==> config.mk <==
export PLATFORM = sky130hd
export DESIGN_NAME = daily_relay_schedule_lookup_top
export DESIGN_NICKNAME = d
export VERILOG_FILES = /design/src/hdl/drsl_pkg.sv /design/src/hdl/daily_relay_schedule_lookup_top.sv /design/src/hdl/drsl_ram.sv /design/src/hdl/drsl_key_cmp.sv
export VERILOG_INCLUDE_DIRS = /design/src /design/src/hdl
export SDC_FILE = /design/constraint.sdc
export NUM_CORES = 1
export LEC_CHECK = 0
export BUFFER_PORTS_ARGS = -buffer_cell sky130_fd_sc_hd__buf_2
export CORE_MARGIN = 2
export CORE_UTILIZATION = 25
export DETAILED_ROUTE_END_ITERATION = 8
export GPL_ROUTABILITY_DRIVEN = 0
export PLACE_DENSITY = 0.42
export SLEW_MARGIN = 20
export SYNTH_ARGS = -nofsm -noshare
export SYNTH_HDL_FRONTEND = slang
export SYNTH_SLANG_ARGS = --single-unit
export TNS_END_PERCENT = 20
==> constraint.sdc <==
create_clock -name clk -period 5.8 [get_ports clk]
set_input_delay 1.74 -clock clk [delete_from_list [all_inputs] [get_ports clk]]
set_output_delay 1.74 -clock clk [all_outputs]
set_load 0.02 [all_outputs]
==> src/hdl/daily_relay_schedule_lookup_top_macros.svh <==
// Assertion macros shared by the schedule lookup RTL.
`ifndef DAILY_RELAY_SCHEDULE_LOOKUP_TOP_MACROS_SVH
`define DAILY_RELAY_SCHEDULE_LOOKUP_TOP_MACROS_SVH

// Check that a property holds at every clock edge outside reset.
`define DRSL_ASSERT(label, prop, msg) \
  label: assert property (@(posedge clk) disable iff (!rst_n) (prop)) else $error(msg);

// Check that a condition never holds outside reset.
`define DRSL_NEVER(label, cond, msg) \
  label: assert property (@(posedge clk) disable iff (!rst_n) !(cond)) else $error(msg);

`endif

==> src/hdl/drsl_pkg.sv <==
// Types, constants and helpers for the daily relay schedule lookup.
package drsl_pkg;

  localparam int HOUR_W  = 5;
  localparam int MIN_W   = 6;
  localparam int VALUE_W = 8;
  localparam int KEY_W   = 12;
  localparam int CNT_W   = 5;
  localparam int CFG_IDX_W  = 2;
  localparam int CFG_DATA_W = 8;
  localparam logic [KEY_W-1:0] TIME_SCALE = 12'd100;

  // Input opcodes
  localparam logic OP_WRITE = 1'b0;
  localparam logic OP_QUERY = 1'b1;

  // Configuration register indexes
  localparam logic [CFG_IDX_W-1:0] CFG_FORCE_EN  = 2'd0;
  localparam logic [CFG_IDX_W-1:0] CFG_FORCE_VAL = 2'd1;
  localparam logic [CFG_IDX_W-1:0] CFG_COUNT     = 2'd2;

  typedef struct packed {
    logic [HOUR_W-1:0]  hour;
    logic [MIN_W-1:0]   minute;
    logic [VALUE_W-1:0] value;
  } entry_t;

  localparam int ENTRY_W = $bits(entry_t);

  // Sequencer states, one-hot
  typedef enum logic [2:0] {
    ST_IDLE = 3'b001,
    ST_SCAN = 3'b010,
    ST_DONE = 3'b100
  } state_t;

  // Time of day as hour*100 + minute
  function automatic logic [KEY_W-1:0] time_key(input logic [HOUR_W-1:0] h,
                                                input logic [MIN_W-1:0] m);
    logic [KEY_W-1:0] hk;
    hk = KEY_W'(h) * TIME_SCALE;
    return hk + KEY_W'(m);
  endfunction

endpackage

==> src/hdl/daily_relay_schedule_lookup_top.sv <==
// Top level of the daily relay schedule lookup: sequencer, registers, RAM.
//
// Usage:
//   Input channel (in_*): one transfer per item. in_opcode selects a table
//   write (entry_index/hour/minute/value) or a query (now_hour/now_minute).
//   Writes give no result. A query gives one result on
//   the out_* channel: relay value, inverted pin level, time of the chosen
//   entry and a valid flag.
//   Configuration channel (cfg_*): always ready; cfg_index selects force
//   enable, force value or entry count. Write it only while the block is idle.
// Query flow:
//   A query scans the table from the last entry in use down toward index 0,
//   one RAM read per cycle through the single time compare unit, and stops
//   at the first entry at or before the query time, else takes the last
//   entry in use; force mode and an empty table skip the scan. The block
//   takes no item while a query is in progress.
// Reset: configuration clears to zero and the sequencer returns to idle; the
//   table contents stay undefined until written.
// Stall: a result waits in the output register while out_ready is low;
//   writes are still taken, and a following query holds its result until
//   the output register drains.
`include "daily_relay_schedule_lookup_top_macros.svh"
module daily_relay_schedule_lookup_top #(
  parameter int MAX_ENTRIES = 16
) (
  input  logic                            clk,
  input  logic                            rst_n,
  // input channel
  input  logic                            in_valid,
  output logic                            in_ready,
  input  logic                            in_opcode,
  input  logic [3:0]                      in_entry_index,
  input  logic [drsl_pkg::HOUR_W-1:0]     in_entry_hour,
  input  logic [drsl_pkg::MIN_W-1:0]      in_entry_minute,
  input  logic [drsl_pkg::VALUE_W-1:0]    in_entry_value,
  input  logic [drsl_pkg::HOUR_W-1:0]     in_now_hour,
  input  logic [drsl_pkg::MIN_W-1:0]      in_now_minute,
  // result channel
  output logic                            out_valid,
  input  logic                            out_ready,
  output logic [drsl_pkg::VALUE_W-1:0]    out_relay_value,
  output logic                            out_pin_level,
  output logic [drsl_pkg::HOUR_W-1:0]     out_match_hour,
  output logic [drsl_pkg::MIN_W-1:0]      out_match_minute,
  output logic                            out_result_valid,
  // configuration channel
  input  logic                            cfg_valid,
  output logic                            cfg_ready,
  input  logic [drsl_pkg::CFG_IDX_W-1:0]  cfg_index,
  input  logic [drsl_pkg::CFG_DATA_W-1:0] cfg_data
);
  import drsl_pkg::*;

  localparam int IDX_W = (MAX_ENTRIES > 1) ? $clog2(MAX_ENTRIES) : 1;
  localparam logic [IDX_W-1:0] LAST_IDX = IDX_W'(MAX_ENTRIES - 1);

  // configuration registers
  logic               force_en_r;
  logic [VALUE_W-1:0] force_val_r;
  logic [CNT_W-1:0]   count_r;

  // sequencer and scan state
  state_t             state_r, state_nxt;
  logic [IDX_W-1:0]   scan_addr_r, scan_addr_nxt;
  logic               issue_done_r, issue_done_nxt;
  logic               start_r, start_nxt;
  logic               pend_r, pend_nxt;
  logic               pend_first_r, pend_first_nxt;
  logic               pend_last_r, pend_last_nxt;
  entry_t             wrap_r, wrap_nxt;
  logic [HOUR_W-1:0]  now_hour_r, now_hour_nxt;
  logic [MIN_W-1:0]   now_min_r, now_min_nxt;
  entry_t             res_r, res_nxt;
  logic               res_valid_r, res_valid_nxt;

  // output register
  logic               out_valid_r, out_valid_nxt;
  entry_t             out_ent_r, out_ent_nxt;
  logic               out_rv_r, out_rv_nxt;

  logic               in_xfer;
  logic               wr_en;
  logic [IDX_W-1:0]   last_idx;
  logic [ENTRY_W-1:0] rd_data;
  entry_t             rd_entry;
  entry_t             wr_entry;
  logic               hit;
  logic               out_free;

  assign in_ready  = (state_r == ST_IDLE);
  assign cfg_ready = 1'b1;
  assign in_xfer   = in_valid && in_ready;
  assign out_free  = !out_valid_r || out_ready;

  // Configuration writes
  always_ff @(posedge clk) begin
    if (!rst_n) begin
      force_en_r  <= 1'b0;
      force_val_r <= '0;
      count_r     <= '0;
    end else if (cfg_valid && cfg_ready) begin
      case (cfg_index)
        CFG_FORCE_EN:  force_en_r  <= cfg_data[0];
        CFG_FORCE_VAL: force_val_r <= cfg_data;
        CFG_COUNT:     count_r     <= cfg_data[CNT_W-1:0];
        default:       ;
      endcase
    end
  end

  // Last index in use, count saturated to the table depth
  always_comb begin
    if (32'(count_r) >= MAX_ENTRIES) begin
      last_idx = LAST_IDX;
    end else begin
      last_idx = IDX_W'(count_r - CNT_W'(1));
    end
  end

  // Table write from a write item; slots beyond the table are dropped
  assign wr_en    = in_xfer && (in_opcode == OP_WRITE) &&
                    (32'(in_entry_index) < MAX_ENTRIES);
  assign wr_entry = '{hour: in_entry_hour, minute: in_entry_minute, value: in_entry_value};

  drsl_ram #(
    .WIDTH (ENTRY_W),
    .DEPTH (MAX_ENTRIES)
  ) u_table (
    .clk   (clk),
    .we    (wr_en),
    .waddr (IDX_W'(in_entry_index)),
    .wdata (wr_entry),
    .raddr (scan_addr_r),
    .rdata (rd_data)
  );

  assign rd_entry = entry_t'(rd_data);

  drsl_key_cmp u_cmp (
    .now_hour    (now_hour_r),
    .now_minute  (now_min_r),
    .entry       (rd_entry),
    .at_or_after (hit)
  );

  // Sequencer
  always_comb begin
    state_nxt      = state_r;
    scan_addr_nxt  = scan_addr_r;
    issue_done_nxt = issue_done_r;
    start_nxt      = start_r;
    pend_nxt       = pend_r;
    pend_first_nxt = pend_first_r;
    pend_last_nxt  = pend_last_r;
    wrap_nxt       = wrap_r;
    now_hour_nxt   = now_hour_r;
    now_min_nxt    = now_min_r;
    res_nxt        = res_r;
    res_valid_nxt  = res_valid_r;
    out_valid_nxt  = out_valid_r;
    out_ent_nxt    = out_ent_r;
    out_rv_nxt     = out_rv_r;

    // drain the output register
    if (out_valid_r && out_ready) begin
      out_valid_nxt = 1'b0;
    end

    case (state_r)
      ST_IDLE: begin
        if (in_xfer && (in_opcode == OP_QUERY)) begin
          now_hour_nxt = in_now_hour;
          now_min_nxt  = in_now_minute;
          if (force_en_r) begin
            res_nxt       = '{hour: '0, minute: '0, value: force_val_r};
            res_valid_nxt = 1'b1;
            state_nxt     = ST_DONE;
          end else if (count_r == '0) begin
            res_nxt       = '0;
            res_valid_nxt = 1'b0;
            state_nxt     = ST_DONE;
          end else begin
            scan_addr_nxt  = last_idx;
            issue_done_nxt = 1'b0;
            start_nxt      = 1'b1;
            pend_nxt       = 1'b0;
            state_nxt      = ST_SCAN;
          end
        end
      end
      ST_SCAN: begin
        // issue the next read, highest index first
        if (!issue_done_r) begin
          pend_nxt       = 1'b1;
          pend_first_nxt = start_r;
          pend_last_nxt  = (scan_addr_r == '0);
          start_nxt      = 1'b0;
          if (scan_addr_r == '0) begin
            issue_done_nxt = 1'b1;
          end else begin
            scan_addr_nxt = scan_addr_r - IDX_W'(1);
          end
        end else begin
          pend_nxt = 1'b0;
        end
        // compare the entry that came back
        if (pend_r) begin
          if (pend_first_r) begin
            wrap_nxt = rd_entry;
          end
          if (hit) begin
            res_nxt       = rd_entry;
            res_valid_nxt = 1'b1;
            state_nxt     = ST_DONE;
          end else if (pend_last_r) begin
            // nothing earlier today: take the previous day's last point
            res_nxt       = pend_first_r ? rd_entry : wrap_r;
            res_valid_nxt = 1'b1;
            state_nxt     = ST_DONE;
          end
        end
      end
      ST_DONE: begin
        if (out_free) begin
          out_valid_nxt = 1'b1;
          out_ent_nxt   = res_r;
          out_rv_nxt    = res_valid_r;
          state_nxt     = ST_IDLE;
        end
      end
      default: begin
        state_nxt = ST_IDLE;
      end
    endcase
  end

  // Control registers
  always_ff @(posedge clk) begin
    if (!rst_n) begin
      state_r      <= ST_IDLE;
      issue_done_r <= 1'b0;
      start_r      <= 1'b0;
      pend_r       <= 1'b0;
      pend_first_r <= 1'b0;
      pend_last_r  <= 1'b0;
      out_valid_r  <= 1'b0;
    end else begin
      state_r      <= state_nxt;
      issue_done_r <= issue_done_nxt;
      start_r      <= start_nxt;
      pend_r       <= pend_nxt;
      pend_first_r <= pend_first_nxt;
      pend_last_r  <= pend_last_nxt;
      out_valid_r  <= out_valid_nxt;
    end
  end

  // Payload registers
  always_ff @(posedge clk) begin
    scan_addr_r <= scan_addr_nxt;
    wrap_r      <= wrap_nxt;
    now_hour_r  <= now_hour_nxt;
    now_min_r   <= now_min_nxt;
    res_r       <= res_nxt;
    res_valid_r <= res_valid_nxt;
    out_ent_r   <= out_ent_nxt;
    out_rv_r    <= out_rv_nxt;
  end

  assign out_valid        = out_valid_r;
  assign out_relay_value  = out_ent_r.value;
  assign out_pin_level    = (out_ent_r.value == '0);
  assign out_match_hour   = out_ent_r.hour;
  assign out_match_minute = out_ent_r.minute;
  assign out_result_valid = out_rv_r;

  // Checks
  `DRSL_ASSERT(a_scan_ends_on_last, (state_r == ST_SCAN && pend_r && pend_last_r) |=> (state_r == ST_DONE), "scan did not finish after index 0")
  `DRSL_ASSERT(a_done_loads_out, (state_r == ST_DONE && out_free) |=> (out_valid_r && state_r == ST_IDLE), "result not moved to output register")
  `DRSL_ASSERT(a_write_stays_idle, (in_xfer && in_opcode == OP_WRITE) |=> (state_r == ST_IDLE), "write item left the idle state")
  `DRSL_NEVER(a_scan_has_work, (state_r == ST_SCAN && !pend_r && issue_done_r), "scan stalled with no read in flight")

endmodule

==> src/hdl/drsl_ram.sv <==
// Generic single-write, single-read RAM with registered read data.
module drsl_ram #(
  parameter int WIDTH = 19,
  parameter int DEPTH = 16
) (
  input  logic                                   clk,
  input  logic                                   we,
  input  logic [((DEPTH > 1) ? $clog2(DEPTH) : 1)-1:0] waddr,
  input  logic [WIDTH-1:0]                       wdata,
  input  logic [((DEPTH > 1) ? $clog2(DEPTH) : 1)-1:0] raddr,
  output logic [WIDTH-1:0]                       rdata
);

  logic [WIDTH-1:0] mem [DEPTH];

  // Write port
  always_ff @(posedge clk) begin
    if (we) begin
      mem[waddr] <= wdata;
    end
  end

  // Registered read port
  always_ff @(posedge clk) begin
    rdata <= mem[raddr];
  end

endmodule

==> src/hdl/drsl_key_cmp.sv <==
// Shared time compare unit: is the query time at or after an entry's time.
module drsl_key_cmp (
  input  logic [drsl_pkg::HOUR_W-1:0] now_hour,
  input  logic [drsl_pkg::MIN_W-1:0]  now_minute,
  input  drsl_pkg::entry_t            entry,
  output logic                        at_or_after
);
  import drsl_pkg::*;

  logic [KEY_W-1:0] now_key;
  logic [KEY_W-1:0] entry_key;

  // Form both keys and compare
  assign now_key     = time_key(now_hour, now_minute);
  assign entry_key   = time_key(entry.hour, entry.minute);
  assign at_or_after = (now_key >= entry_key);

endmodule
Yosys cells after proc, flatten, opt, wreduce, memory -nomap -nowiden

Memory sizes are Yosys's and may differ from the RTL's. A register that Yosys moved wholly into a read port is not among the register bits.
Cells that the tools add are included.

Add/subtract/negate cells: 4
Multiply operators: 2
Divide/modulo/power cells: 0
Order comparisons: 2
Equal/unequal tests: 14
Shift operators: 0
Mux-type cells: 48
Bitwise operators: 2
Reduce and logical (&&, ||, !) cells: 23

Operators by type and width:

| operator                                           | number |
|---|---|
| two-way mux 19 bit                                 | 7 |
| case mux 19 bit (2 select lines)                   | 1 |
| adder 12 x 6 -> 12 bit                             | 2 |
| two-way mux 4 bit                                  | 6 |
| two-way mux 1 bit                                  | 21 |
| two-way mux 3 bit                                  | 7 |
| multiplier 5 x 5 -> 10 bit (second input constant) | 2 |
| AND reduction 2 bit                                | 7 |
| >= comparator 12 bit                               | 1 |
| inequality test 2 bit (second input constant)      | 6 |
| AND reduction 5 bit                                | 2 |
| case mux 3 bit (3 select lines)                    | 1 |
| zero test 8 bit                                    | 1 |
| case mux 1 bit (2 select lines)                    | 4 |
| case mux 4 bit (2 select lines)                    | 1 |
| AND reduction 4 bit                                | 2 |
| subtractor 4 x 1 -> 4 bit (second input constant)  | 2 |
| AND reduction 6 bit                                | 1 |
| >= comparator 5 bit (second input constant)        | 1 |
| zero test 5 bit                                    | 1 |
| logical AND 1 bit                                  | 4 |
| zero test 4 bit                                    | 1 |
| == test 3 x 1 -> 1 bit (second input constant)     | 1 |
| == test 3 x 2 -> 1 bit (second input constant)     | 1 |
| 11 further kinds                                   | 12 |

Flip-flop bits (word level): 97
Latch bits: 0
Memory bits (writable): 304
Memory bits (read-only): 0
Memories kept: 1

Memories:

| name        | depth | bits a word | read ports | clocked after memory_dff | wr ports | line           | RTL |
|---|---|---|---|---|---|---|---|
| u_table.mem | 16    | 19          | 1          | 1                        | 1        | drsl_ram.sv:14 | `logic [WIDTH-1:0] mem [DEPTH];` |

Depth between registers and ports, before layout

Gate-level depths: netlist of the first run.

Depth after elaboration: 6
Depth in mapped cells: 19
Gate-level depth less buffers: 17

Modules after synthesis

Synthesis of the first run repeated with hierarchy kept, for this count alone.

Cells, all modules: 949
Area, all modules: 17,341.6 um^2

Modules (own cells, without submodules):

| module                          | times used | cells each | area an instance (um^2) | seq. area each (um^2) |
|---|---|---|---|---|
| drsl_ram                        | 1          | 507        | 11,846.4                | 9,509.1 |
| daily_relay_schedule_lookup_top | 1          | 283        | 4,045.1                 | 2,682.6 |
| drsl_key_cmp                    | 1          | 159        | 1,450.1                 | 0.0 |

Worst setup path after synthesis of the first run

Ideal clock, no wire load.

Path type: register -> register
From: register now_hour_r[3]
To: register res_r[0] (netlist bit), enable pin
Library setup time: 0.378 ns
Arrival: 4.058 ns
Data required time: 5.422 ns
Path slack: 1.365 ns
Cell stages (with the launch flop): 19
Cells stage by stage: edfxtp_1 inv_1 ha_1 inv_1 ha_1 ha_1 ha_1 and3_1 a221oi_1 xnor2_1 xnor2_1 ha_1 nand4_1 nor4_1 a221oi_2 buf_4 buf_6 nand3b_1 o22a_1

Longest elaborated chain between the ends: 5

RTL lines:

| item                                   | line                                   | RTL |
|---|---|---|
| start, declared                        | daily_relay_schedule_lookup_top.sv:71  | `logic [HOUR_W-1:0] now_hour_r, now_hour_nxt;` |
| start signal, assigned                 | daily_relay_schedule_lookup_top.sv:262 | `now_hour_r <= now_hour_nxt;` |
| multiplier 5 x 5 -> 10 bit             | drsl_pkg.sv:41                         | `hk = KEY_W'(h) * TIME_SCALE;` |
| adder 12 x 6 -> 12 bit                 | drsl_pkg.sv:42                         | `return hk + KEY_W'(m);` |
| >= comparator 12 bit                   | drsl_key_cmp.sv:16                     | `assign at_or_after = (now_key >= entry_key);` |
| inequality test 3 bit (no source line) | -                                      |  |
| AND reduction 5 bit (no source line)   | -                                      |  |
| end signal, assigned                   | daily_relay_schedule_lookup_top.sv:264 | `res_r <= res_nxt;` |
| end, declared                          | daily_relay_schedule_lookup_top.sv:73  | `entry_t res_r, res_nxt;` |

No other way between the ends.
A chain may end at the register's enable or synchronous reset.

Worst setup path after layout of the first run

From: register now_hour_r[3]
To: register res_r[16] (netlist bit), enable pin

Same word-level chain as after synthesis.

==> impl_metrics.csv, run 1 <==
group,metric,value,unit
route,drtIter0Drc,618,
sta,setup_viol,0,
global_routing,grt_pass1_wl,63.8,mm
floorplan,initial_core_util,25.2,%
clocking,cts_hold_repair.buffers,0,
power,p_seq_share,49.8,%
global_routing,met2_usage,19.8,%
setup_path,cp_cell_sequence,"inv_1, ha_1, inv_1, ha_1, ha_1, ha_1, and3_1, a221oi_1, xnor2_1, xnor2_1, ha_1, nand4_1, nor4_1, a221oi_2, nand3b_1, o22a_1",
floorplan,die_w,269,um
sta,finalHoldViolCount,0,
yosys,synth_cells,1017,
cells_and_area,instances_no_fill,2096,
global_routing,use_met1,15.0,%
yosys,synth_top_cell_area_share,64.6,%
placement,dp_hpwl,25.8,mm
global_routing,grt_use_met3,2.44,%
sta,fmax,0.212,GHz
setup_path,cp.arrival,4.91,ns
worst_hold_path,hold_class,"reg2reg",
yosys,yosys-top-cells-count,"edfxtp_1 (378), ha_1 (57), mux4_2 (57)",
floorplan,dieArea,72500,um2
power,clkPwrFrac,41.2,%
cells_and_area,syn2layout_area_growth,16.8,%
power,p_per_area,329,nW/um2
setup_path,r2r_setup_slack,1.08,ns
power,switching_power,1.61,mW
job,drv_cap,0,
setup_path,crit_top_cell,"ha_1",
clocking,cts.sinks,420,
yosys,yosysWarnings,0,
clocking,cts-root-buf,"clkbuf_16",
clocking,post_cts_buffers,0,
yosys,syn-cell-area,17600,um2
run_status,status,"complete, no violations",
setup_path,slowest_delay,0.73,ns
setup_path,cp-end-kind,"register",
floorplan,core-area,69800,um2
floorplan,num_rows,97,
sta,slew_violations,0,
yosys,synth_edf_count,378,
cells_and_area,multiInputGateArea,5100,um2
clocking,clockBufferDepth,3,
setup_path,crit_type,"reg2reg",
route,antenna_left,0,
power,vdd_drop_max,0.000173,V
route,via_per_inst,4.43,
yosys,synth_most_common_cell,"edfxtp_1",
setup_path,start_kind,"register",
route,wl_per_cell,20.3,um
setup_path,slowest_stage,"o22a_1",
setup_path,worstPathMaxFanout,20,
cells_and_area,final_cell_area,20500,um2
yosys,ys_ff_latch,420,
cells_and_area,regArea,12200,um2
global_routing,grt_pass1_vias,9636,
yosys,yosysTopAreaCell,"edfxtp_1",
sta,period_needed,4.72,ns
clocking,cts-buffers-inserted,48,
sta,skew,0.0112,ns
route,firstDrtPassIters,5,
yosys,synthFlopType,"edfxtp_1",
power,p_int,5.14,mW
global_routing,grt_busiest_layer,"met2",
cells_and_area,nFillCells,6909,
clocking,cts_resized,0,
global_routing,grt_usage,11.7,%
sta,fin_setup_tns,0,ns
placement,io_buffer_count,72,
sta,relSlewSlack,29.6,%
sta,rsz0062_at_grt,"no",
placement,postPlaceCellArea,19100,um2
route,drt_wl_total,42.5,mm
power,swShare,23.8,%
floorplan,pin_count,74,
placement,placed_cells,2006,
yosys,syn_area_per_cell,17.3,um2
power,p_total,6.75,mW
clocking,cts.clk_slew.worst_paths,0.06,ns
cells_and_area,final_nets,1227,
global_routing,antenna_found_initial,9,
global_routing,grt_overflow_total,0,
route,drc,0,
sta,tightest_slew,1.05,ns
clocking,cts_tree,"yes",
yosys,yosysSeqAreaShare,69.3,%
clocking,htreeDepth,2,
sta,min_period_over_period,81.4,%
global_routing,grt_max_degree,99,
yosys,async_reset_ff_share,0,%
yosys,synth.distinct_cells,63,
power,p_leak,7.04,nW
power,power_frac_comb,9.0,%
floorplan,die_y,269,um
setup_path,required,5.99,ns
cells_and_area,layout-drive-gt1-share,23.2,%
clocking,clk_latency,0.57,ns
route,vias,9280,
yosys,yosys-top-cells-area,"edfxtp_1 (65%), mux4_2 (7.3%), dfxtp_1 (4.8%)",
yosys,syn_nets,1128,
[path summary, 6_finish.rpt]
path                            cells past startpoint          start          endpoint
worst min-delay path                                0    res_valid_r  out_result_valid
worst max-delay path                               16  now_hour_r[3]         res_r[16]
worst min register to register                      0    res_valid_r  out_result_valid
worst max register to register                     16  now_hour_r[3]         res_r[16]
[per-stage QoR]
stage                     utilization, %  hold slack [ns]  setup WS, ns
final                               29.4            0.420          1.08
after global routing                29.4            0.429         0.654
after CTS                           29.4            0.419         0.980
after detailed placement            27.4            0.405          1.01
after global placement              27.4            0.406          1.09
after floorplan                        -            0.400          1.36
[layout by cell type (no fill, tap or decap), types with 26 or more instances in the layout]
cell type,n
edfxtp_1,378
buf_2,72
mux4_2,57
ha_1,57
mux2i_1,52
clkbuf_16,48
dfxtp_1,42
nand2_1,36
a21oi_1,31
o21ai_1,26
[power groups by stage]
stage	combinational (mW)	clock (mW)	sequential, mW
2_1_floorplan	0.434	0	3.42
5_1_grt	0.690	2.99	3.37
6_report	0.606	2.78	3.36
4_1_cts	0.619	2.88	3.37
3_3_place_gp	0.613	0	3.43
3_5_place_dp	0.616	0	3.43
[sequential cells by signal (all words and copies together), names as in the netlist, 5 cells and up]
signal	count
force_val_r	8
u_table.mem	304
out_match_hour	5
now_min_r	6
res_r	19
now_hour_r	5
wrap_r	19
out_relay_value	8
u_table.rdata	19
out_match_minute	6
count_r	5
[worst max-delay path: cells and delay by family (launching register included)]
family                   cells  cell delay, ns
AO/OA/AOI/OAI                3            1.21
XOR/XNOR                     2            0.30
adder cells (fa/ha/maj)      5            1.50
buffers and inverters        2            0.10
flip-flops                   1            0.42
AND/OR/NAND/NOR              4            0.80
[layout make-up]
class / instances / share of cell area, %
Antenna cell: 3 / 0.0365
Clock buffer: 69 / 6.42
Clock inverter: 18 / 0.524
Inverter: 21 / 0.384
Multi-Input combinational cell: 527 / 24.8
Sequential cell: 420 / 59.3
Tap cell: 940 / 5.72
Timing Repair Buffer: 98 / 2.76
[metal layers]
metal / part of all wire [%] / up-vias
li1: - / 4278
met1: 44 / 4714
met2: 49 / 199
met3: 4.6 / 83
met4: 2.4 / 6
met5: 0.094 / -
[cell families (layout without fill, tap and decap cells)]
group	after synthesis	in the layout	synth area share, %
flops	420	420	69.3
simple gates	162	162	5.33
compound gates	145	145	5.69
mux	128	128	11.5
buf+inv	70	206	2.15
fa+ha+maj	61	61	4.51
xor+xnor	30	30	1.49
other cells	1	4	0.0213
Power figures use the tool's default switching activity.
==> run 2: changes to the inputs <==
==> constraint.sdc (replaced) <==
create_clock -name clk -period 4.4 [get_ports clk]
set_input_delay 1.32 -clock clk [delete_from_list [all_inputs] [get_ports clk]]
set_output_delay 1.32 -clock clk [all_outputs]
set_load 0.02 [all_outputs]
==> run 2 against run 1 <==
Flip-flop and latch count stayed put. Sequential power is 32% higher. Largest power group unchanged. Power is 33% higher. Via count hardly changed. Hold slack better by 0.0023 ns. Sequential share of layout area is 0.82 points lower. Highest routed layer unchanged. Core utilization is 0.42 points higher. Critical endpoint is now res_r[5]. Critical path type unchanged. Clock power is 29% higher. Setup slack worse by 0.89 ns. First-iteration DRC count is 4.7% higher. Largest cell class unchanged. Combinational power is 56% higher.
==> impl_metrics.csv, run 2 (synthesis results as in run 1) <==
group,metric,value,unit
run_status,status,"complete, no violations",
route,drtIter0Drc,647,
cells_and_area,syn2layout_area_growth,18.5,%
clocking,cts-buffers-inserted,46,
global_routing,grt_overflow_total,0,
clocking,cts_tree,"yes",
route,antenna_left,0,
floorplan,num_rows,97,
setup_path,crit_top_cell,"ha_1",
cells_and_area,nFillCells,6882,
clocking,cts.sinks,420,
setup_path,crit_type,"reg2reg",
worst_hold_path,hold_class,"reg2reg",
power,p_leak,7.17,nW
sta,fmax,0.237,GHz
sta,fin_setup_tns,0,ns
clocking,cts_hold_repair.buffers,0,
placement,io_buffer_count,72,
clocking,htreeDepth,2,
cells_and_area,largest_reg_flops,304,
global_routing,antenna_found_initial,9,
global_routing,grt_pass1_vias,9397,
setup_path,slowest_delay,0.45,ns
sta,finalHoldViolCount,0,
cells_and_area,final_nets,1246,
job,drv_cap,0,
cells_and_area,final_common_cell,"edfxtp_1",
floorplan,die_y,269,um
sta,setup_viol,0,
route,vias,9277,
global_routing,grt_pass1_wl,63.5,mm
sta,relSlewSlack,32.3,%
setup_path,cp-end-kind,"register",
setup_path,worstPathMaxFanout,14,
setup_path,cp_cell_sequence,"ha_1, ha_1, ha_1, inv_1, fa_2, nand2b_4, nor2_2, nand4_1, xnor2_1, ha_1, nand4_1, buf_4, nor4_4, a221oi_4, buf_4, clkbuf_16, a21o_1, a32o_1",
setup_path,start_kind,"register",
cells_and_area,layout-drive-gt1-share,26.3,%
sta,period_needed,4.21,ns
power,vdd_drop_max,0.000223,V
sta,slew_violations,0,
clocking,clk_latency,0.58,ns
power,p_per_area,430,nW/um2
floorplan,die_w,269,um
floorplan,dieArea,72500,um2
clocking,clockBufferDepth,3,
route,wl_per_cell,20.3,um
sta,skew,0.0137,ns
sta,rsz0062_at_grt,"no",
global_routing,grt_max_degree,61,
clocking,cts.clk_slew.worst_paths,0.06,ns
setup_path,required,4.72,ns
placement,pre_cts_slack,0.0337,ns
sta,fin_ws,0.189,ns
cells_and_area,layout_common_cells,"edfxtp_1 (378), buf_2 (72), mux4_2 (57), ha_1 (53), mux2i_1 (52)",
route,drt_wl_total,42.8,mm
floorplan,initial_core_util,25.2,%
floorplan,core-area,69800,um2
power,p_total,8.97,mW
route,drc,0,
sta,hold_slack,0.422,ns
cells_and_area,top_register,"u_table.mem",
placement,dp_hpwl,25.1,mm
route,via_per_inst,4.41,
sta,tightest_slew,1.01,ns
sta,min_period_over_period,95.7,%
setup_path,slowest_stage,"fa_2",
cells_and_area,fin_util,29.9,%
setup_path,cp.arrival,4.54,ns
floorplan,pin_count,74,
clocking,cts-root-buf,"clkbuf_16",
route,firstDrtPassIters,4,
global_routing,grt_usage,11.7,%
[run 2: cell count changes in the layout (fill, tap and decap cells not counted), sizes merged]
cell / before / now
clkinv: 15 / 14
buf: 98 / 118
inv: 23 / 24
clkbuf: 69 / 59
bufinv: 0 / 1
diode: 3 / 1
clkinvlp: 1 / 2
[run 2: metrics by stage]
step / cells / area, um2
floorplan: 1017 / 17600
global placement: 2017 / 19300
detailed placement: 2017 / 19300
CTS: 2095 / 20600
global route: 2105 / 20800
finish: 2106 / 20800
[run 2: cell type report]
type                    instances  area (um2)  area share (%)
repair buffers                119         818            3.93
multi-input cells             527        5200            25.0
clock buffers                  58        1220            5.84
clock inverters                20         151           0.727
well taps                     940        1180            5.64
diodes                          1        2.50          0.0120
flip-flops and latches        420       12200            58.5
inverters                      21        78.8           0.378
[run 2: path summary, 6_finish.rpt]
kind	startpoint	to	slack, ns	cells after the start
max reg2reg	now_hour_r[0]	res_r[5]	0.19	18
max	now_hour_r[0]	res_r[5]	0.19	18
min	res_r[9]	out_match_minute[1]	0.42	0
min reg2reg	res_r[9]	out_match_minute[1]	0.42	0
[run 2: metal layers]
layer / share of wire (%) / global-route usage, % / vias to the layer above / wire, um
met2: 47 / 19.0 / 209 / 20300
met3: 5.0 / 2.32 / 60 / 2130
met1: 46 / 15.9 / 4709 / 19600
met4: 1.8 / 3.06 / 4 / 768
met5: 0.056 / 0 / - / 24
li1: - / - / 4295 / -
[run 2: power breakdown]
group | internal (mW) | leakage [nW] | total (mW) | switching [mW]
registers | 4.40 | 3.77 | 4.43 | 0.0344
clock network | 2.02 | 0.671 | 3.59 | 1.57
logic | 0.397 | 2.73 | 0.943 | 0.546
[run 2: worst max-delay path: cells and delay by family, from the launching register on]
| family | cells | cell delay [ns] |
|---|---|---|
| AO/OA/AOI/OAI | 3 | 0.53 |
| AND/OR/NAND/NOR | 5 | 0.68 |
| buffers and inverters | 4 | 0.57 |
| XOR/XNOR | 1 | 0.17 |
| flip-flops | 1 | 0.44 |
| adder cells (fa/ha/maj) | 5 | 1.57 |
[run 2: repair_timing]
action / 4_1_cts / 5_1_grt
gates resized for setup: 0 / 16
setup endpoints to repair: 0 / 40
buffers inserted: 0 / 9
